==> config.mk <==
export PLATFORM = sky130hd
export DESIGN_NAME = tsri_div
export DESIGN_NICKNAME = d
export VERILOG_FILES = /design/src/hw/rtl/assert_macros.svh /design/src/hw/rtl/tsri_pkg.sv /design/src/hw/rtl/tsri_div.sv
export SDC_FILE = /design/constraint.sdc
export NUM_CORES = 1
export LEC_CHECK = 0
export ABC_AREA = 1
export BUFFER_PORTS_ARGS = -buffer_cell sky130_fd_sc_hd__buf_4
export CAP_MARGIN = 40
export CORE_MARGIN = 2
export CORE_UTILIZATION = 50
export DETAILED_ROUTE_END_ITERATION = 8
export PLACE_DENSITY = 0.73
export SETUP_SLACK_MARGIN = 0.15
export SLEW_MARGIN = 15
export SYNTH_ARGS = -nofsm -noshare
export SYNTH_HDL_FRONTEND = slang
export SYNTH_SLANG_ARGS = --single-unit
==> constraint.sdc <==
create_clock -name i_clk -period 7.2 [get_ports i_clk]
set_clock_uncertainty 0.1 [all_clocks]
set_input_delay 1.44 -clock i_clk [delete_from_list [all_inputs] [get_ports i_clk]]
set_output_delay 1.44 -clock i_clk [all_outputs]
set_load 0.1 [all_outputs]
==> src/hw/rtl/assert_macros.svh <==
// Assertion macros included by the interpolator core
`ifndef ASSERT_MACROS_SVH
`define ASSERT_MACROS_SVH

// Check that a condition holds at every clock edge outside reset
`define CHK_ALWAYS(label, clk, rst_n, cond, msg) \
    label: assert property (@(posedge clk) disable iff (!rst_n) (cond)) else $error(msg);

// Check that an antecedent implies a consequent in the next cycle
`define CHK_NEXT(label, clk, rst_n, ante, cons, msg) \
    label: assert property (@(posedge clk) disable iff (!rst_n) (ante) |=> (cons)) \
        else $error(msg);

`endif

==> src/hw/rtl/tsri_pkg.sv <==
// Shared types and constants of the sample ring interpolator
package tsri_pkg;
    localparam int TolBits = 20;
    localparam logic [1:0] ModeWrite  = 2'd0;
    localparam logic [1:0] ModeRead   = 2'd1;
    localparam logic [1:0] ModeLookup = 2'd2;
    localparam logic [2:0] StOk       = 3'd0;
    localparam logic [2:0] StInvalid  = 3'd1;
    localparam logic [2:0] StEmpty    = 3'd2;
    localparam logic [2:0] StFull     = 3'd3;
    localparam logic [2:0] StRange    = 3'd4;
    localparam logic CfgInvalidTime = 1'b0;
    localparam logic CfgTolerance   = 1'b1;
endpackage

==> src/hw/rtl/tsri_div.sv <==
// Iterative restoring divider: floor(num / den), one quotient bit per cycle
module tsri_div import tsri_pkg::*; #(
    parameter int NumBits = 96,
    parameter int DenBits = 48
) (
    input  logic               i_clk,
    input  logic               i_rst_n,
    input  logic               i_start,
    input  logic [NumBits-1:0] i_num,
    input  logic [DenBits-1:0] i_den,
    output logic               o_done,
    output logic [NumBits-1:0] o_quo
);
    localparam int CntBits = $clog2(NumBits + 1);
    logic [NumBits-1:0] r_num;
    logic [DenBits:0]   r_rem;
    logic [DenBits-1:0] r_den;
    logic [CntBits-1:0] r_cnt;
    logic               r_busy;
    logic               r_done;
    logic [DenBits:0]   w_sh;
    logic [DenBits:0]   w_sub;

    assign w_sh  = {r_rem[DenBits-1:0], r_num[NumBits-1]};
    assign w_sub = w_sh - {1'b0, r_den};

    always_ff @(posedge i_clk) begin
        if (!i_rst_n) begin
            r_busy <= 1'b0;
            r_done <= 1'b0;
            r_cnt  <= '0;
        end else begin
            r_done <= 1'b0;
            if (i_start) begin
                r_busy <= 1'b1;
                r_num  <= i_num;
                r_den  <= i_den;
                r_rem  <= '0;
                r_cnt  <= CntBits'(NumBits);
            end else if (r_busy) begin
                if (!w_sub[DenBits]) begin
                    r_rem <= w_sub;
                    r_num <= {r_num[NumBits-2:0], 1'b1};
                end else begin
                    r_rem <= w_sh;
                    r_num <= {r_num[NumBits-2:0], 1'b0};
                end
                r_cnt <= r_cnt - 1'b1;
                if (r_cnt == CntBits'(1)) begin
                    r_busy <= 1'b0;
                    r_done <= 1'b1;
                end
            end
        end
    end

    assign o_done = r_done;
    assign o_quo  = r_num;
endmodule

==> impl_metrics.json, run 1 <==
{
  "multiInputGateArea_mm2": 0.00546,
  "core.rowCount": 58,
  "mappedNetlistArea_mm2": 0.0128,
  "setup_viol": 0,
  "hold_depth": 2,
  "numCtsBuffers": 22,
  "start_util_pct": 51.0,
  "timing.fmax_mhz": 325,
  "cts_sinks": 201,
  "place_area_mm2": 0.0150,
  "ir_worst_vdd_uv": 215,
  "cts_buffer_depth": 3,
  "syn-mean-instance-area_um2": 7.25,
  "clk_pin_slew_ns": 0.06,
  "path_max_fanout": 66,
  "cts_tree": "built",
  "grt_pass1_wl_um": 54600,
  "antenna_found_initial": 0,
  "worstSetupPathType": "input pin to register",
  "fill_cells": 2266,
  "cts_root_buffer": "clkbuf_16",
  "first_global_vias": 10800,
  "ys_async_sr_fraction_pct": 0,
  "fin_crit_sh_pct": 42.7,
  "rsz0062_at_grt": "no",
  "synth_area_leader_cell": "edfxtp_1",
  "hold_path.class": "register to register",
  "synth_cells": 1770,
  "cts-resized-gates": 0,
  "num_vias": 11400,
  "diodes": 0,
  "ff2ff_path_depth": 17,
  "core_mm2": 0.0252,
  "yosysSeqAreaShare_pct": 46.3,
  "p_leak_uw": 0.00840,
  "switching_share_pct": 39.0,
  "route.met2.wl_um": 17300,
  "ioPinCount": 244,
  "dp_hpwl_um": 27700,
  "tightest_slew_ns": 0.853,
  "synth_edf_count": 192,
  "synth_top_cells_by_area": "edfxtp_1 (45%), nand2_1 (24%), inv_1 (9.2%)",
  "final_nets": 2206,
  "via_per_inst": 4.83,
  "worstSetupEndpointType": "register",
  "yosysMostFrequentCell": "nand2_1",
  "outcome": "complete, no violations",
  "yosysWarnings": 0,
  "drive_gt1_share_pct": 16.1,
  "regArea_mm2": 0.00595,
  "totalWireLength_um": 35300,
  "synthFlopType": "edfxtp_1",
  "clkLatencyLatePin_ns": 0.53,
  "fin_tns_setup_ns": 0,
  "grt_max_degree": 86,
  "drt-met1-wl_um": 14100,
  "drc": 0,
  "first_iter_violations": 741,
  "yosysTopAreaCellShare_pct": 44.9,
  "combinationalPowerShare_pct": 36.2,
  "slew_headroom_pct": 43.2,
  "cp_data_required_time_ns": 7.26,
  "grt_overflow": 0,
  "globalplace.congestion": 0.923,
  "die_h_um": 164,
  "synthesis.nets": 1968,
  "ys_types": 41,
  "p_per_area_mw_per_mm2": 268,
  "hold_violations": 0,
  "ant_nets": 0,
  "wl_per_cell_um": 15.0,
  "fin_crit_ns": 3.07,
  "fin_area_mm2": 0.0157,
  "fp.dieW_um": 164,
  "wl_met3_um": 2740,
  "die_area_mm2": 0.0270,
  "maxUsedRoutingLayer": "met4",
  "synthTopCellsByCount": "nand2_1 (808), inv_1 (313), edfxtp_1 (192)",
  "ys_seq_elements": 201,
  "drv_slew": 0,
  "htree_levels": 1,
  "grt_usage_pct": 26.0,
  "cp.arrival_ns": 3.13,
  "p_seq_share_pct": 35.8,
  "syn_to_final_growth_pct": 22.5,
  "power.switching_uw": 1650,
  "power.share.clock_pct": 28.1,
  "portBuffers": 243,
  "startpoint_type": "input pin",
  "drv_cap": 0,
  "cts_hold_buffers": 0,
  "cts_setup_buffers": 0,
  "first_pass_iters": 5,
  "internal_power_uw": 2570
}
-- layout make-up --
cell class / count / share of cell area (%)
clock buffer: 27 / 3.75
clock inverter: 13 / 1.11
inverter: 330 / 7.89
multi-input combinational: 1204 / 34.7
sequential: 201 / 37.8
tap: 330 / 2.63
timing repair buffer: 249 / 12.1
-- logic make-up after synthesis --
kind of cell    synth area share [%]
compound gates                  1.59
xor+xnor                        2.12
fa+ha+maj                       5.03
buf+inv                         11.2
flops                           46.3
simple gates                    33.7
-- sequential cells by signal, summed over array words and instances, names as in the netlist --
register  cells
r_rem        48
r_cnt         7
o_done        1
r_den        48
r_busy        1
o_quo        96
-- power by group through the flow --
stage                     clock, uW  combinational, uW  sequential [uW]
after floorplan                   0                825             1870
after global placement            0               1500             1530
after global routing           1250               1680             1520
after detailed placement          0               1520             1530
after CTS                      1200               1530             1510
final                          1180               1530             1510
-- layer usage --
metal  vias up  global-route usage [%]
met2       346                    45.9
met3        65                    6.49
met1      5111                    30.9
met5         -                       0
li1       5838                       -
met4         0                    8.33
-- metrics by stage --
stage | std cells | setup slack [ns] | hold WS (ns) | total power, uW | utilization (%)
floorplan | 1770 | 1.72 | 0.363 | 2690 | -
global placement | 2312 | 3.60 | 0.383 | 3030 | 59.2
detailed placement | 2314 | 3.57 | 0.395 | 3050 | 59.4
CTS | 2354 | 4.13 | 0.408 | 4240 | 62.4
global route | 2354 | 3.99 | 0.442 | 4450 | 62.4
finish | 2354 | 4.13 | 0.405 | 4220 | 62.4
-- critical path, cell delays in order --
cell and delay [ns]:
buf_4 0.12, nand2_1 0.11, nand2_4 0.61, buf_4 0.77
-- placed cells by master (no fill, tap or decap), drive strengths merged --
cell	n
dfxtp	9
o21bai	1
nand2	820
fa	1
inv	326
bufinv	3
xor2	28
buf	249
clkinvlp	1
clkinv	13
edfxtp	192
nand3	44
nor4	4
and2	2
and3	1
xnor2	3
nor2	188
nor3	7
nand3b	1
nor3b	1
clkbuf	27
ha	50
nand4	11
a21oi	34
o21ai	3
or2	4
o21a	1
-- worst paths after layout --
check                 start   endpoint  slack, ns
hold / removal     r_cnt[2]   r_cnt[2]       0.41
setup / recovery    i_start  o_quo[11]       4.13
hold reg to reg    r_cnt[2]   r_cnt[2]       0.41
setup reg to reg  o_quo[95]   r_rem[3]       4.15
Power figures use the tool's default switching activity.
==> run 2: changes to the inputs <==
--- a/config.mk
+++ b/config.mk
@@ -5,13 +5,13 @@
 export SDC_FILE = /design/constraint.sdc
 export NUM_CORES = 1
 export LEC_CHECK = 0
-export ABC_AREA = 1
+export ABC_AREA = 0
 export BUFFER_PORTS_ARGS = -buffer_cell sky130_fd_sc_hd__buf_4
 export CAP_MARGIN = 40
 export CORE_MARGIN = 2
 export CORE_UTILIZATION = 50
 export DETAILED_ROUTE_END_ITERATION = 8
-export PLACE_DENSITY = 0.73
+export PLACE_DENSITY = 0.74
 export SETUP_SLACK_MARGIN = 0.15
 export SLEW_MARGIN = 15
 export SYNTH_ARGS = -nofsm -noshare
==> constraint.sdc (replaced) <==
create_clock -name i_clk -period 3.1 [get_ports i_clk]
set_clock_uncertainty 0.1 [all_clocks]
set_input_delay 0.62 -clock i_clk [delete_from_list [all_inputs] [get_ports i_clk]]
set_output_delay 0.62 -clock i_clk [all_outputs]
set_load 0.1 [all_outputs]
==> run 2 against run 1 <==
Net effect: the flow now finishes with violations (negative setup slack); via count decreased by 23%; count of clock-buffer cells in the layout increased by 9; hold slack got worse by 0.23 ns; critical path depth increased by 12; sequential share of layout area decreased by 0.29 points; cell count decreased by 32%; sequential cell count unchanged; first-iteration DRC count decreased by 38%; setup slack got worse by 4.3 ns; critical path type is now register to register; largest cell class unchanged.
==> impl_metrics.json, run 2 <==
{
  "ys_types": 68,
  "tightest_slew_ns": 0.561,
  "drc": 0,
  "die_area_mm2": 0.0236,
  "cp_slowest_cell": "or4_4",
  "ys_async_sr_fraction_pct": 0,
  "synth_edf_count": 192,
  "critPathMostFrequentCell": "buf_4",
  "dp_hpwl_um": 22100,
  "internal_power_uw": 6720,
  "fin_crit_sh_pct": 106,
  "clk_pin_slew_ns": 0.06,
  "dp.cells": 1528,
  "drv_slew": 0,
  "cts_hold_buffers": 0,
  "grt_overflow": 0,
  "first_global_vias": 8976,
  "outcome": "finished, violations left",
  "synth_top_family_by_area": "multiplexers",
  "regArea_mm2": 0.00595,
  "stdcell_count": 1608,
  "violations": "negative setup slack",
  "cts_tree": "built",
  "synthAdderAreaFrac_pct": 5.77,
  "synth-simple-area-share_pct": 9.37,
  "cp.arrival_ns": 3.43,
  "worstSetupEndpointType": "register",
  "start_util_pct": 51.1,
  "path_max_fanout": 5,
  "hold_path.class": "input pin to register",
  "numCtsBuffers": 24,
  "first_iter_violations": 457,
  "synthFlopType": "edfxtp_1",
  "muxShareOfSynthArea_pct": 13.4,
  "final_core_util_pct": 72.4,
  "ys_seq_elements": 201,
  "syn_to_final_growth_pct": 41.5,
  "grt_max_degree": 76,
  "switching_share_pct": 33.3,
  "synth_top_cells_by_area": "edfxtp_1 (51%), mux2_2 (9.7%), ha_1 (5.6%)",
  "multiInputGateArea_mm2": 0.00539,
  "fill_cells": 1519,
  "num_vias": 8803,
  "combinationalPowerShare_pct": 37.1,
  "layout_commonest_cell": "buf_4",
  "via_per_inst": 5.47,
  "yosysSeqAreaShare_pct": 53.1,
  "drv_cap": 0,
  "yosysWarnings": 0,
  "synth_cells": 939,
  "mappedNetlistArea_mm2": 0.0112,
  "power.switching_uw": 3350,
  "grt_pass1_wl_um": 47500,
  "die_h_um": 154,
  "synth-compound-area-share_pct": 10.6,
  "power.share.clock_pct": 29.0,
  "cts_root_buffer": "clkbuf_16",
  "grt_usage_pct": 25.4,
  "hold_violations": 0,
  "yosysTopAreaCellShare_pct": 51.5,
  "ir_worst_vdd_uv": 484,
  "globalplace.congestion": 0.881,
  "final_nets": 1508,
  "mostFrequentLayoutCells": "buf_4 (352), edfxtp_1 (192), mux2_2 (96)",
  "yosys.area_share.xor_xnor_pct": 3.52,
  "rsz0062_at_grt": "yes",
  "cts_sinks": 201,
  "synthTopCellsByCount": "edfxtp_1 (192), mux2_2 (96), nor2_1 (91)",
  "worstSetupPathType": "register to register",
  "p_leak_uw": 0.00666,
  "setup_slack_ns": -0.179,
  "cts_buffer_depth": 3,
  "clkLatencyLatePin_ns": 0.52,
  "wl_per_cell_um": 19.6,
  "diodes": 0,
  "timing.fmax_mhz": 305,
  "drive_gt1_share_pct": 46.6,
  "setup_viol": 47,
  "largest_reg_flops": 96,
  "core_mm2": 0.0219,
  "htree_levels": 1,
  "p_per_area_mw_per_mm2": 635,
  "portBuffers": 243,
  "slew_headroom_pct": 62.3,
  "critPathMaxStageDelay_ns": 0.44,
  "yosysMostFrequentCell": "edfxtp_1",
  "core.rowCount": 54,
  "syn-mean-instance-area_um2": 11.9,
  "ioPinCount": 244,
  "cp_cell_sequence": "inv_1 > ha_2 > fa_2 > nand2b_4 > a21oi_4 > o21ai_2 > a21o_1 > nand2_4 > a211oi_4 > or4_4 > nand3_4 > buf_4 > buf_4 > buf_4 > mux2i_1 > nor2_1",
  "ant_nets": 0,
  "startpoint_type": "register",
  "totalWireLength_um": 31500,
  "synth_area_leader_cell": "edfxtp_1",
  "synthesis.nets": 1137,
  "first_pass_iters": 6,
  "fin_crit_ns": 3.28,
  "cp_data_required_time_ns": 3.25,
  "fp.dieW_um": 154,
  "antenna_found_initial": 0,
  "p_seq_share_pct": 34.0
}
==> run 2: what timing repair did <==
item                                    in CTS  in global routing
pin swaps                                   25                 22
endpoints found under the setup margin      49                 49
resized for setup                           85                 31
gates cloned                                 4                  0
buffers inserted                            20                 12
==> run 2: critical path: cells and delay by family, from the launching register on <==
family          cells  cell delay [ns]
fa+ha+maj           2             0.55
flops               1             0.35
simple gates        5             0.87
buf+inv             4             0.42
compound gates      4             0.51
mux                 1             0.20
==> run 2: cell families after synthesis <==
kind of cell,after synthesis
and+or+nand+nor,226
DFF,201
AOI/OAI and AO/OA,178
muxes,138
buffers and inverters,100
adders and majority gates,51
xor gates and xnor gates,45
==> run 2: power by group through the flow <==
| stage | Sequential, uW | Clock, uW | Combinational (uW) |
|---|---|---|---|
| floorplan | 4010 | 0 | 1620 |
| global placement | 3450 | 0 | 3000 |
| detailed placement | 3450 | 0 | 3050 |
| CTS | 3420 | 2960 | 3550 |
| global route | 3440 | 3060 | 3950 |
| finish | 3420 | 2920 | 3730 |
==> run 2: worst paths after layout <==
path / start / to / slack [ns] / depth (start not counted)
worst min-delay path: i_den[21] / r_den[21] / 0.18 / 1
worst max-delay path: o_quo[95] / r_rem[46] / -0.18 / 16
worst max register to register: o_quo[95] / r_rem[46] / -0.18 / 16
worst min register to register: r_cnt[1] / r_cnt[1] / 0.43 / 2
==> run 2: routing by layer <==
metal	vias up	share of wire (%)	global-route usage, %
met4	0	3.0	7.56
met5	-	0	0
met1	4270	38	29.2
li1	4195	-	-
met2	271	51	45.5
met3	67	8.0	7.75
==> run 2: final cells by class <==
class | count | area share, %
Clock buffer | 36 | 4.79
Clock inverter | 8 | 0.434
Inverter | 68 | 1.61
Multi-Input combinational cell | 638 | 34.0
Sequential cell | 201 | 37.5
Tap cell | 280 | 2.21
Timing Repair Buffer | 377 | 19.4
==> run 2: per-stage QoR <==
step	TNS, ns	cell area [um^2]	setup WS [ns]	hold slack (ns)	power, uW
after floorplan	-31.25	11200	-0.679	0.369	5620
after global placement	-2.20	14000	-0.0889	0.382	6450
after detailed placement	-6.09	14000	-0.203	0.416	6510
after CTS	-3.29	15600	-0.139	0.158	9930
after global routing	-10.17	15800	-0.289	0.157	10500
final	-5.69	15800	-0.179	0.177	10100
==> run 3: changes to the inputs <==
--- a/config.mk
+++ b/config.mk
@@ -6,7 +6,7 @@
 export NUM_CORES = 1
 export LEC_CHECK = 0
 export ABC_AREA = 0
-export BUFFER_PORTS_ARGS = -buffer_cell sky130_fd_sc_hd__buf_4
+export BUFFER_PORTS_ARGS = -buffer_cell sky130_fd_sc_hd__buf_2
 export CAP_MARGIN = 40
 export CORE_MARGIN = 2
 export CORE_UTILIZATION = 50
==> run 3 against run 2 <==
Net effect: the flow still finishes with violations (negative setup slack); routed wire length down 5.2%; via count down 0.68%; critical path depth down 3; count of clock-buffer cells in the layout down 6; final area down 7.9%; global-route usage down 1.3 points; first-iteration DRC count up 2.4%; hold slack worse by 0.022 ns; sequential power about the same; non-clock buffer count down 31; total power down 7.5%; clock power down 9.9%; largest power group is now registers; highest routed layer is now met5.
==> impl_metrics.json, run 3 (same netlist as run 2, synthesis figures left out) <==
{
  "outcome": "finished, violations left",
  "violations": "negative setup slack",
  "critPathMaxStageDelay_ns": 0.44,
  "start_util_pct": 51.1,
  "dp_hpwl_um": 21200,
  "portBuffers": 243,
  "cts_tree": "built",
  "startpoint_type": "register",
  "largest_reg_flops": 96,
  "cts_root_buffer": "clkbuf_16",
  "fp.dieW_um": 154,
  "combinationalPowerShare_pct": 35.1,
  "crit_end": "r_rem[23]",
  "p_total_uw": 9310,
  "tightest_slew_ns": 0.692,
  "fin_tns_setup_ns": -5.90,
  "power.share.clock_pct": 28.3,
  "cp_cell_sequence": "ha_2 > fa_2 > nand2b_4 > a21oi_4 > o21ai_2 > a21o_1 > nand2_2 > a211oi_4 > or4_4 > nand3_4 > buf_12 > mux2i_1 > nor2_1",
  "met3_usage_pct": 6.99,
  "rsz0062_at_grt": "yes",
  "dp.cells": 1516,
  "dp_slack_ns": -0.203,
  "globalplace.congestion": 0.902,
  "cp_num_cells": 13,
  "hold_path.class": "input pin to register",
  "setup_viol": 47,
  "fin_crit_sh_pct": 106,
  "antenna_found_initial": 8,
  "hold_violations": 0,
  "grt_max_degree": 91,
  "cp_data_required_time_ns": 3.27,
  "rr_endpoint": "r_rem[23]",
  "syn_to_final_growth_pct": 30.4,
  "die_area_mm2": 0.0236,
  "cp_slowest_cell": "or4_4",
  "switching_share_pct": 34.4,
  "power.switching_uw": 3200,
  "first_global_vias": 8795,
  "layout_commonest_cell": "buf_2",
  "final_nets": 1477,
  "clk_pin_slew_ns": 0.06,
  "first_pass_iters": 5,
  "cp.arrival_ns": 3.44,
  "p_per_area_mw_per_mm2": 638,
  "ff2ff_path_depth": 13,
  "num_vias": 8743,
  "setup_slack_ns": -0.178,
  "slew_headroom_pct": 53.9,
  "cts_sinks": 201,
  "core.rowCount": 54,
  "grt_overflow": 0,
  "worstSetupPathType": "register to register",
  "totalWireLength_um": 29800,
  "ant_nets": 0,
  "via_per_inst": 5.54,
  "drv_cap": 0,
  "drive_gt1_share_pct": 42.2,
  "cp.buffers_inverters": 1,
  "core_mm2": 0.0219,
  "first_iter_violations": 468,
  "drv_slew": 0,
  "numCtsBuffers": 24,
  "r2r_setup_slack_ns": -0.18,
  "ir_worst_vdd_uv": 494,
  "htree_levels": 1,
  "timing.rr.start": "r_den[0]",
  "timing.fmax_mhz": 305,
  "p_leak_uw": 0.00620,
  "ioPinCount": 244,
  "wl_per_cell_um": 18.9,
  "worstSetupEndpointType": "register",
  "final_core_util_pct": 66.7,
  "path_max_fanout": 9,
  "die_h_um": 154,
  "grt_pass1_wl_um": 45600,
  "mostFrequentLayoutCells": "buf_2 (242), edfxtp_1 (192), mux2_2 (96)",
  "drc": 0,
  "path_delay_family": "simple AND/OR/NAND/NOR gates",
  "use_met1_pct": 28.3,
  "clkLatencyLatePin_ns": 0.54,
  "top_usage_layer": "met2",
  "fin_crit_ns": 3.28,
  "cts_buffer_depth": 3,
  "grt_usage_pct": 24.0,
  "fill_cells": 1662,
  "stdcell_count": 1577,
  "startpoint": "r_den[0]",
  "use_met2_pct": 42.8,
  "p_seq_share_pct": 36.6,
  "internal_power_uw": 6110,
  "hold_start": "i_den[41]"
}
## run 3: changes by cell type in the layout (fill, tap and decap cells not counted), moves of 5 or more
cell      previous run  this run
a21oi_1             41        53
a21oi_2             17         6
buf_2                0       242
buf_4              352        88
buf_6               11         5
clkbuf_8             5         0
ha_4                16         8
## run 3: what timing repair did
action	in CTS	in global routing
buffers inserted	3	12
cloned	0	2
setup endpoints to repair	49	49
pin swaps	2	10
gates resized for setup	27	41
hold buffers	0	0
endpoints found under the hold margin	0	0
## run 3: worst min path at each step
stage,endpoint,slack (ns),cells past startpoint
floorplan,r_cnt[1],0.37,2
global placement,r_cnt[1],0.38,2
detailed placement,r_cnt[1],0.39,2
CTS,r_den[5],0.13,1
global route,r_den[41],0.13,1
finish,r_den[41],0.16,1
## run 3: power by group through the flow
stage / registers [uW] / clock network [uW] / logic (uW)
CTS: 3400 / 2680 / 3000
detailed placement: 3450 / 0 / 2920
global placement: 3450 / 0 / 2870
finish: 3410 / 2630 / 3270
global route: 3430 / 2790 / 3500
floorplan: 4010 / 0 / 1620
## run 3: worst reg2reg max path: stages, from the launching register on
cell	delay (ns)
edfxtp_1	0.39
ha_2	0.22
fa_2	0.39
nand2b_4	0.16
a21oi_4	0.16
o21ai_2	0.08
a21o_1	0.21
nand2_2	0.10
a211oi_4	0.07
or4_4	0.44
nand3_4	0.20
buf_12	0.19
mux2i_1	0.23
nor2_1	0.07
## run 3: per-stage QoR
| stage | area [um^2] | hold WS [ns] |
|---|---|---|
| floorplan | 11200 | 0.369 |
| global placement | 13300 | 0.381 |
| detailed placement | 13300 | 0.393 |
| CTS | 14200 | 0.134 |
| global route | 14600 | 0.130 |
| finish | 14600 | 0.155 |
## run 3: cell type report
class | instances | area, um^2 | share of cell area, %
Sequential cell | 201 | 5950 | 40.7
Clock inverter | 12 | 104 | 0.712
Timing Repair Buffer | 346 | 2150 | 14.8
Inverter | 68 | 255 | 1.75
Tap cell | 280 | 350 | 2.40
Clock buffer | 30 | 623 | 4.27
Antenna cell | 2 | 5.00 | 0.0343
Multi-Input combinational cell | 638 | 5160 | 35.3
## run 3: layer usage
layer  vias to the layer above  share of wire (%)
met5                         -               0.16
met4                         8                3.5
met3                        79                7.7
met2                       315                 50
met1                      4205                 38
li1                       4136                  -
